==> src/hw/rtl/bcsd_pkg.sv <==
// Shared types, constants and code tables for the button code sequence detector.
`default_nettype none

package bcsd_pkg;

  localparam int SeqDepthDefault = 6;
  localparam int CntW            = 3;
  localparam int IdleW           = 17;
  localparam int CfgW            = 16;
  localparam int CfgAddrW        = 3;
  localparam int LongestCode     = 6;

  localparam logic [IdleW-1:0] IdleMax      = {IdleW{1'b1}};
  localparam logic [CfgW-1:0]  TimeoutReset = 16'd3000;
  localparam logic [CfgW-1:0]  LockReset    = 16'd12000;

  localparam logic [0:0] RegTimeout = 1'b0;
  localparam logic [0:0] RegLock    = 1'b1;

  localparam logic [1:0] BtnS = 2'd0;
  localparam logic [1:0] BtnO = 2'd1;
  localparam logic [1:0] BtnU = 2'd2;
  localparam logic [1:0] BtnF = 2'd3;

  localparam logic KindPress = 1'b0;

  localparam int GodLen   = 5;
  localparam int ChaosLen = 6;
  localparam int CryoLen  = 4;

  localparam logic [1:0] CodeGod   [GodLen]   = '{BtnO, BtnS, BtnF, BtnU, BtnO};
  localparam logic [1:0] CodeChaos [ChaosLen] = '{BtnU, BtnU, BtnF, BtnS, BtnO, BtnF};
  localparam logic [1:0] CodeCryo  [CryoLen]  = '{BtnF, BtnF, BtnO, BtnS};

  typedef enum logic [1:0] {
    EvNone  = 2'd0,
    EvGod   = 2'd1,
    EvChaos = 2'd2,
    EvCryo  = 2'd3
  } event_e;

  typedef struct packed {
    logic [CfgW-1:0] timeout_ms;
    logic [CfgW-1:0] lock_duration_ms;
  } cfg_t;

  typedef struct packed {
    event_e          event_res;
    logic            god_active;
    logic            lock_active;
    logic [CntW-1:0] seq_count;
  } res_t;

endpackage

`default_nettype wire

==> src/hw/rtl/bcsd_cfg_regs.sv <==
// APB-style configuration registers for timeout and lockdown duration.
`default_nettype none

module bcsd_cfg_regs (
  input  wire logic                         clk_i,
  input  wire logic                         rst_ni,
  input  wire logic                         psel,
  input  wire logic                         penable,
  input  wire logic                         pwrite,
  input  wire logic [bcsd_pkg::CfgAddrW-1:0] paddr,
  input  wire logic [31:0]                  pwdata,
  output logic      [31:0]                  prdata,
  output logic                              pready,
  output bcsd_pkg::cfg_t                    cfg_o
);
  import bcsd_pkg::*;

  logic [CfgW-1:0] timeout_q, timeout_d;
  logic [CfgW-1:0] lock_q, lock_d;
  logic            wr_en;
  logic [0:0]      reg_sel;

  assign pready  = 1'b1;
  assign reg_sel = paddr[2:2];
  assign wr_en   = psel & penable & pwrite & pready;

  always_comb begin
    timeout_d = timeout_q;
    lock_d    = lock_q;
    if (wr_en) begin
      case (reg_sel)
        RegTimeout: timeout_d = pwdata[CfgW-1:0];
        RegLock:    lock_d    = pwdata[CfgW-1:0];
        default:    timeout_d = timeout_q;
      endcase
    end
  end

  always_comb begin
    case (reg_sel)
      RegTimeout: prdata = {{(32-CfgW){1'b0}}, timeout_q};
      RegLock:    prdata = {{(32-CfgW){1'b0}}, lock_q};
      default:    prdata = 32'd0;
    endcase
  end

  always_ff @(posedge clk_i or negedge rst_ni) begin
    if (!rst_ni) begin
      timeout_q <= TimeoutReset;
      lock_q    <= LockReset;
    end else begin
      timeout_q <= timeout_d;
      lock_q    <= lock_d;
    end
  end

  assign cfg_o.timeout_ms       = timeout_q;
  assign cfg_o.lock_duration_ms = lock_q;

endmodule

`default_nettype wire

==> src/hw/rtl/bcsd_core.sv <==
// Sequence store, code matching, idle timer and lockdown countdown.
`default_nettype none

module bcsd_core #(
  parameter int SEQ_DEPTH = bcsd_pkg::SeqDepthDefault
) (
  input  wire logic           clk_i,
  input  wire logic           rst_ni,
  input  wire logic           upd_i,
  input  wire logic           kind_i,
  input  wire logic [1:0]     button_i,
  input  wire bcsd_pkg::cfg_t cfg_i,
  output bcsd_pkg::res_t      res_o
);
  import bcsd_pkg::*;

  localparam int IdxW = $clog2(SEQ_DEPTH);
  localparam logic [CntW:0] DepthC   = (CntW+1)'(SEQ_DEPTH);
  localparam logic [CntW:0] LongestC = (CntW+1)'(LongestCode);

  logic [1:0]       store_q [SEQ_DEPTH];
  logic [CntW-1:0]  count_q, count_d;
  logic [IdleW-1:0] idle_q, idle_d, idle_inc;
  logic             god_q, god_d;
  logic [CfgW-1:0]  lock_q, lock_d;
  logic [CntW-1:0]  cnt_inc;
  logic [IdxW-1:0]  wr_idx;
  logic             wr_en;
  logic             full;
  logic             god_hit, chaos_hit, cryo_hit;
  event_e           ev;

  assign wr_idx   = IdxW'(count_q);
  assign cnt_inc  = count_q + CntW'(1);
  assign full     = ({1'b0, count_q} >= DepthC);
  assign idle_inc = (idle_q == IdleMax) ? idle_q : idle_q + IdleW'(1);

  always_comb begin
    god_hit   = (count_q == CntW'(GodLen - 1)) && (button_i == CodeGod[GodLen-1]);
    chaos_hit = (count_q == CntW'(ChaosLen - 1)) && (button_i == CodeChaos[ChaosLen-1]);
    cryo_hit  = (count_q == CntW'(CryoLen - 1)) && (button_i == CodeCryo[CryoLen-1]);
    for (int i = 0; i < GodLen - 1; i++) begin
      god_hit = god_hit && (store_q[i] == CodeGod[i]);
    end
    for (int i = 0; i < ChaosLen - 1; i++) begin
      chaos_hit = chaos_hit && (store_q[i] == CodeChaos[i]);
    end
    for (int i = 0; i < CryoLen - 1; i++) begin
      cryo_hit = cryo_hit && (store_q[i] == CodeCryo[i]);
    end
  end

  always_comb begin
    count_d = count_q;
    idle_d  = idle_q;
    god_d   = god_q;
    lock_d  = lock_q;
    ev      = EvNone;
    wr_en   = 1'b0;
    if (upd_i) begin
      if (kind_i == KindPress) begin
        if (full) begin
          count_d = '0;
        end else begin
          wr_en  = 1'b1;
          idle_d = '0;
          if (god_hit) begin
            count_d = '0;
            god_d   = 1'b1;
            ev      = EvGod;
          end else if (chaos_hit) begin
            count_d = '0;
            ev      = EvChaos;
          end else if (cryo_hit) begin
            count_d = '0;
            lock_d  = cfg_i.lock_duration_ms;
            ev      = EvCryo;
          end else if ({1'b0, cnt_inc} > LongestC) begin
            count_d = '0;
          end else begin
            count_d = cnt_inc;
          end
        end
      end else begin
        idle_d = idle_inc;
        if ((count_q != '0) && (idle_inc > {{(IdleW-CfgW){1'b0}}, cfg_i.timeout_ms})) begin
          count_d = '0;
        end
        if (lock_q != '0) begin
          lock_d = lock_q - CfgW'(1);
        end
      end
    end
  end

  always_ff @(posedge clk_i) begin
    if (wr_en) begin
      store_q[wr_idx] <= button_i;
    end
  end

  always_ff @(posedge clk_i or negedge rst_ni) begin
    if (!rst_ni) begin
      count_q <= '0;
      idle_q  <= '0;
      god_q   <= 1'b0;
      lock_q  <= '0;
    end else begin
      count_q <= count_d;
      idle_q  <= idle_d;
      god_q   <= god_d;
      lock_q  <= lock_d;
    end
  end

  assign res_o.event_res   = ev;
  assign res_o.god_active  = god_d;
  assign res_o.lock_active = (lock_d != '0);
  assign res_o.seq_count   = count_d;

endmodule

`default_nettype wire

==> src/hw/rtl/button_code_sequence_detector.sv <==
// Top level of the button code sequence detector with input and result registers.
// The core updates its state from the input register, and each result word is registered.
// Throughput: one word per cycle while the output is not stalled.
// A stalled result register holds the input register, which then raises in_stall_o.
// Reset clears the sequence count, idle timer, god flag and countdown at once and loads
// the timeout and lockdown registers with 3000 and 12000; the symbol store is not cleared.
`default_nettype none

module button_code_sequence_detector #(
  parameter int SEQ_DEPTH = bcsd_pkg::SeqDepthDefault
) (
  input  wire logic                          clk_i,
  input  wire logic                          rst_ni,
  input  wire logic                          in_valid_i,
  output logic                               in_stall_o,
  input  wire logic                          kind_i,
  input  wire logic [1:0]                    button_i,
  output logic                               out_valid_o,
  input  wire logic                          out_stall_i,
  output logic [1:0]                         event_res_o,
  output logic                               god_active_o,
  output logic                               lock_active_o,
  output logic [bcsd_pkg::CntW-1:0]          seq_count_o,
  input  wire logic                          psel,
  input  wire logic                          penable,
  input  wire logic                          pwrite,
  input  wire logic [bcsd_pkg::CfgAddrW-1:0] paddr,
  input  wire logic [31:0]                   pwdata,
  output logic      [31:0]                   prdata,
  output logic                               pready
);
  import bcsd_pkg::*;

  cfg_t       cfg;
  res_t       res;
  logic       in_valid_q;
  logic       kind_q;
  logic [1:0] button_q;
  logic       out_valid_q;
  res_t       res_q;
  logic       advance;
  logic       in_take;

  assign advance    = !out_valid_q || !out_stall_i;
  assign in_stall_o = in_valid_q && !advance;
  assign in_take    = in_valid_i && !in_stall_o;

  bcsd_cfg_regs u_cfg (
    .clk_i   (clk_i),
    .rst_ni  (rst_ni),
    .psel    (psel),
    .penable (penable),
    .pwrite  (pwrite),
    .paddr   (paddr),
    .pwdata  (pwdata),
    .prdata  (prdata),
    .pready  (pready),
    .cfg_o   (cfg)
  );

  bcsd_core #(
    .SEQ_DEPTH (SEQ_DEPTH)
  ) u_core (
    .clk_i    (clk_i),
    .rst_ni   (rst_ni),
    .upd_i    (in_valid_q && advance),
    .kind_i   (kind_q),
    .button_i (button_q),
    .cfg_i    (cfg),
    .res_o    (res)
  );

  always_ff @(posedge clk_i or negedge rst_ni) begin
    if (!rst_ni) begin
      in_valid_q  <= 1'b0;
      out_valid_q <= 1'b0;
    end else begin
      if (!in_stall_o) begin
        in_valid_q <= in_valid_i;
      end
      if (advance) begin
        out_valid_q <= in_valid_q;
      end
    end
  end

  always_ff @(posedge clk_i) begin
    if (in_take) begin
      kind_q   <= kind_i;
      button_q <= button_i;
    end
    if (in_valid_q && advance) begin
      res_q <= res;
    end
  end

  assign out_valid_o   = out_valid_q;
  assign event_res_o   = res_q.event_res;
  assign god_active_o  = res_q.god_active;
  assign lock_active_o = res_q.lock_active;
  assign seq_count_o   = res_q.seq_count;

  a_stall_only_when_held: assert property (@(posedge clk_i) disable iff (!rst_ni)
    in_stall_o |-> (out_valid_o && out_stall_i))
    else $error("input stalled while the result register could advance");

  a_event_clears_count: assert property (@(posedge clk_i) disable iff (!rst_ni)
    (out_valid_o && (event_res_o != EvNone)) |-> (seq_count_o == '0))
    else $error("code event reported with a nonempty sequence");

  a_god_sets_flag: assert property (@(posedge clk_i) disable iff (!rst_ni)
    (out_valid_o && (event_res_o == EvGod)) |-> god_active_o)
    else $error("god mode event without the god flag");

  a_cryo_starts_lock: assert property (@(posedge clk_i) disable iff (!rst_ni)
    (out_valid_o && (event_res_o == EvCryo) && (cfg.lock_duration_ms != '0))
      |-> lock_active_o)
    else $error("cryo lockdown event without an active countdown");

endmodule

`default_nettype wire

==> config.mk <==
export PLATFORM = sky130hd
export DESIGN_NAME = button_code_sequence_detector
export DESIGN_NICKNAME = d
export VERILOG_FILES = /design/src/hw/rtl/bcsd_pkg.sv /design/src/hw/rtl/bcsd_cfg_regs.sv /design/src/hw/rtl/bcsd_core.sv /design/src/hw/rtl/button_code_sequence_detector.sv
export SDC_FILE = /design/constraint.sdc
export NUM_CORES = 1
export LEC_CHECK = 0
export CAP_MARGIN = 10
export CORE_ASPECT_RATIO = 0.5
export CORE_UTILIZATION = 55
export CTS_BUF_LIST = sky130_fd_sc_hd__clkbuf_4 sky130_fd_sc_hd__clkbuf_8
export DETAILED_ROUTE_END_ITERATION = 7
export DONT_BUFFER_PORTS = 1
export PLACE_DENSITY = 0.67
export SYNTH_ARGS = -nofsm -noshare
export SYNTH_HDL_FRONTEND = slang
export SYNTH_SLANG_ARGS = --single-unit
==> constraint.sdc <==
create_clock -name clk_i -period 4.8 [get_ports clk_i]
set_input_delay 1.44 -clock clk_i [delete_from_list [all_inputs] [get_ports clk_i]]
set_output_delay 1.44 -clock clk_i [all_outputs]
set_load 0.1 [all_outputs]
==> results.yml <==
sta:
  hold_ws_ns: 0.4822
  finalSetupViolCount: 0
  tightest_slew_ns: 0.9518
  skew_ns: 0.004711
  slew_viol_final: 0
  max_freq_mhz: 229.6
  final.setup.tns_ns: 0
  rsz0062_at_grt: "no"
  relSlewSlack_pct: 36.21
  setup_slack_ns: 0.4438
  fin_crit_ns: 4.356
  finalHoldViolCount: 0
  finalCritPeriodShare_pct: 90.75
placement:
  post-place-ws_ns: 0.4943
  io_buffer_count: 0
  dp_hpwl_microns: 9367
  dp_cells: 701
  gp_congestion: 0.9501
routing:
  vias_per_cell: 5.917
  drt-initial-drc-count: 320
  wl_per_cell_microns: 17.71
  drtAntennaViolNets: 0
  dr.pass1.iters: 5
  drc: 0
  drt_wl_total_microns: 12750
  vias: 4260
worst_setup_path:
  start_kind: "flip-flop"
  worstPathArrival_ns: 4.52
  path_class: "flip-flop to flip-flop"
  r2r-start: "u_core.idle_q[0]$_DFFE_PN0P_"
  crit_fanout: 7
  required_ns: 4.96
  startpoint: "u_core.idle_q[0]$_DFFE_PN0P_"
  end_kind: "flip-flop"
floorplan:
  rows: 25
  dieArea_sq_um: 10470
  chipHeight_microns: 72.84
  core_area_sq_um: 9603
  dieWidth_microns: 143.7
  io_pins: 87
  start_util_pct: 57.49
clock_tree:
  cts_tree: "done"
  clockBufferDepth: 2
  htreeDepth: 3
  cts_sinks: 91
  path_clk_slew_ns: 0.09
  numCtsBuffers: 9
  ctsResizeCount: 0
  clk_latency_ns: 0.38
  cts_root_buf: "clkbuf_8"
pwr:
  powerDensity_nw_per_um2: 422.7
  vdd_drop_max_mv: 0.1718
  p_leak_nw: 2.565
yosys:
  async_flop_share_pct: 78.02
  ys_ff_latch: 91
  syn-cell-area_sq_um: 5520
  synth_top_area_share_pct: 25.84
  postSynthCellCount: 564
  synth_warnings: 0
  syn_area_per_cell_sq_um: 9.788
  synth-edff-count: 20
  synth-main-ff-cell: "dfrtp_1"
  synthTopCellsByArea: "dfrtp_1 (26%), edfxtp_1 (11%), mux2_2 (6.9%), dfstp_2 (6.7%), ha_1 (5.4%)"
  seq_area_frac_synth_pct: 43.38
  synth_cell_types: 72
  synth_top_cell_by_area: "dfrtp_1"
job:
  cap_violations: 0
grt:
  grt.total_usage_pct: 26.16
  grt-ovfl-total: 0
  grt_first_pass_wirelength_microns: 20570
  grt_start_max_net_pins: 72
  grt_pass1_vias: 4010
  antenna_found_initial: 0
cells_and_area:
  insertedDiodeCount: 0
  final_cell_mix: "dfrtp_1 (57), nand2_1 (51), nor2_1 (37)"
  nFillCells: 804
  fin_util_pct: 62.59
  drive_gt1_share_pct: 21.03
  multi_input_area_sq_um: 2840
  layout_commonest_cell: "dfrtp_1"
  seq_area_sq_um: 2395
  final_nets: 649
  synthToLayoutAreaGrowth_pct: 8.885
  finalNonFillerCells: 720
run_status:
  status: "finished clean"
min_path:
  hold_path.class: "flip-flop to flip-flop"
  hp-start: "in_valid_q$_DFFE_PN0N_"
power by group:
part | total, mW | switching [mW] | leakage [nW] | internal (mW)
Clock | 0.623 | 0.278 | 0.117 | 0.345
Combinational | 0.794 | 0.551 | 1.41 | 0.243
Sequential | 1.12 | 0.192 | 1.04 | 0.932
cell usage after synthesis (4+ instances only):
master     n
and2_1     6
xnor2_1    7
or3_1      5
xor2_1     5
edfxtp_1  20
mux2_2    34
nor3_1    10
a31oi_1    5
ha_1      24
a21o_1     9
and3_1     8
buf_4     18
dfstp_2   14
nand4_1   15
buf_2      4
nor4_1    14
o21ai_0   38
o22ai_1    5
nand2_1   51
a21oi_1   19
o31ai_1   10
and4_1     4
nand3_1   13
o211ai_1   8
nor2_1    37
dfrtp_1   57
inv_1     36
a22o_1     4
clkbuf_1  14
mux2i_1    6
worst paths after layout:
| path | end | slack [ns] | depth (start not counted) |
|---|---|---|---|
| min in group asynchronous | u_cfg.lock_q[4]$_DFFE_PN0P_ | 0.75 | 0 |
| setup reg to reg | seq_count_o[1]$_DFFE_PP_ | 0.44 | 17 |
| hold / removal | out_valid_o$_DFFE_PN0N_ | 0.48 | 1 |
| max in group asynchronous | u_cfg.timeout_q[11]$_DFFE_PN1P_ | 3.85 | 0 |
| setup / recovery | seq_count_o[1]$_DFFE_PP_ | 0.44 | 17 |
| hold reg to reg | out_valid_o$_DFFE_PN0N_ | 0.48 | 1 |
logic make-up (layout without fill, tap and decap cells):
group | count (synthesis) | after routing | synth area share, %
compound gates | 127 | 127 | 14.98
xor+xnor | 12 | 12 | 1.904
fa+ha+maj | 24 | 24 | 5.440
buf+inv | 77 | 83 | 7.208
flops | 91 | 91 | 43.38
mux | 40 | 40 | 8.024
other cells | 2 | 17 | 0.1360
simple gates | 191 | 191 | 18.93
sequential cells by signal (all words and copies together), names as in the netlist:
name and flops:
u_core.god_q 1, in_valid_q 1, u_cfg.lock_q 16, u_core.count_q 3, u_core.idle_q 17, button_q 2
seq_count_o 3, kind_q 1, event_res_o 2, u_cfg.timeout_q 16, u_core.lock_q 16, u_core.store_q 10
lock_active_o 1, god_active_o 1, out_valid_o 1
metal layers:
metal	share of wire [%]	GRT usage, %	vias up
li1	-	-	2069
met1	49	35.93	2042
met2	45	42.18	129
met3	4.5	5.577	20
met4	1.3	7.329	0
met5	0	0	-
cell type report:
cell class / count / area share, %
multi-input combinational: 411 / 47.25
sequential: 91 / 39.84
timing repair buffer: 31 / 3.872
tap: 135 / 2.810
inverter: 36 / 2.248
clock buffer: 9 / 2.061
clock inverter: 7 / 1.915
stage by stage:
| step | area (sq um) | power, mW |
|---|---|---|
| finish | 6011 | 2.541 |
| global route | 6011 | 2.662 |
| floorplan | 5577 | 1.751 |
| global placement | 5749 | 1.906 |
| CTS | 5988 | 2.549 |
| detailed placement | 5749 | 1.923 |
critical path: stages (launching register included):
cell and delay [ns]:
dfrtp_1 0.43, ha_1 0.27, and3_1 0.24, nand4_1 0.26
o2111ai_1 0.18, nor4_1 0.33, buf_4 0.20, nand3_1 0.12
xnor2_1 0.18, ha_1 0.19, a2111oi_0 0.36, o21ai_0 0.17
a31oi_1 0.26, mux2i_1 0.11, a211oi_1 0.24, buf_4 0.17
a211oi_1 0.06, o32ai_1 0.37
timing repair:
action | CTS | global route
buffers inserted | 0 | 3
endpoints found under the setup margin | 0 | 1
hold buffers | 0 | 0
No activity file was read; power rests on OpenSTA's default activity.
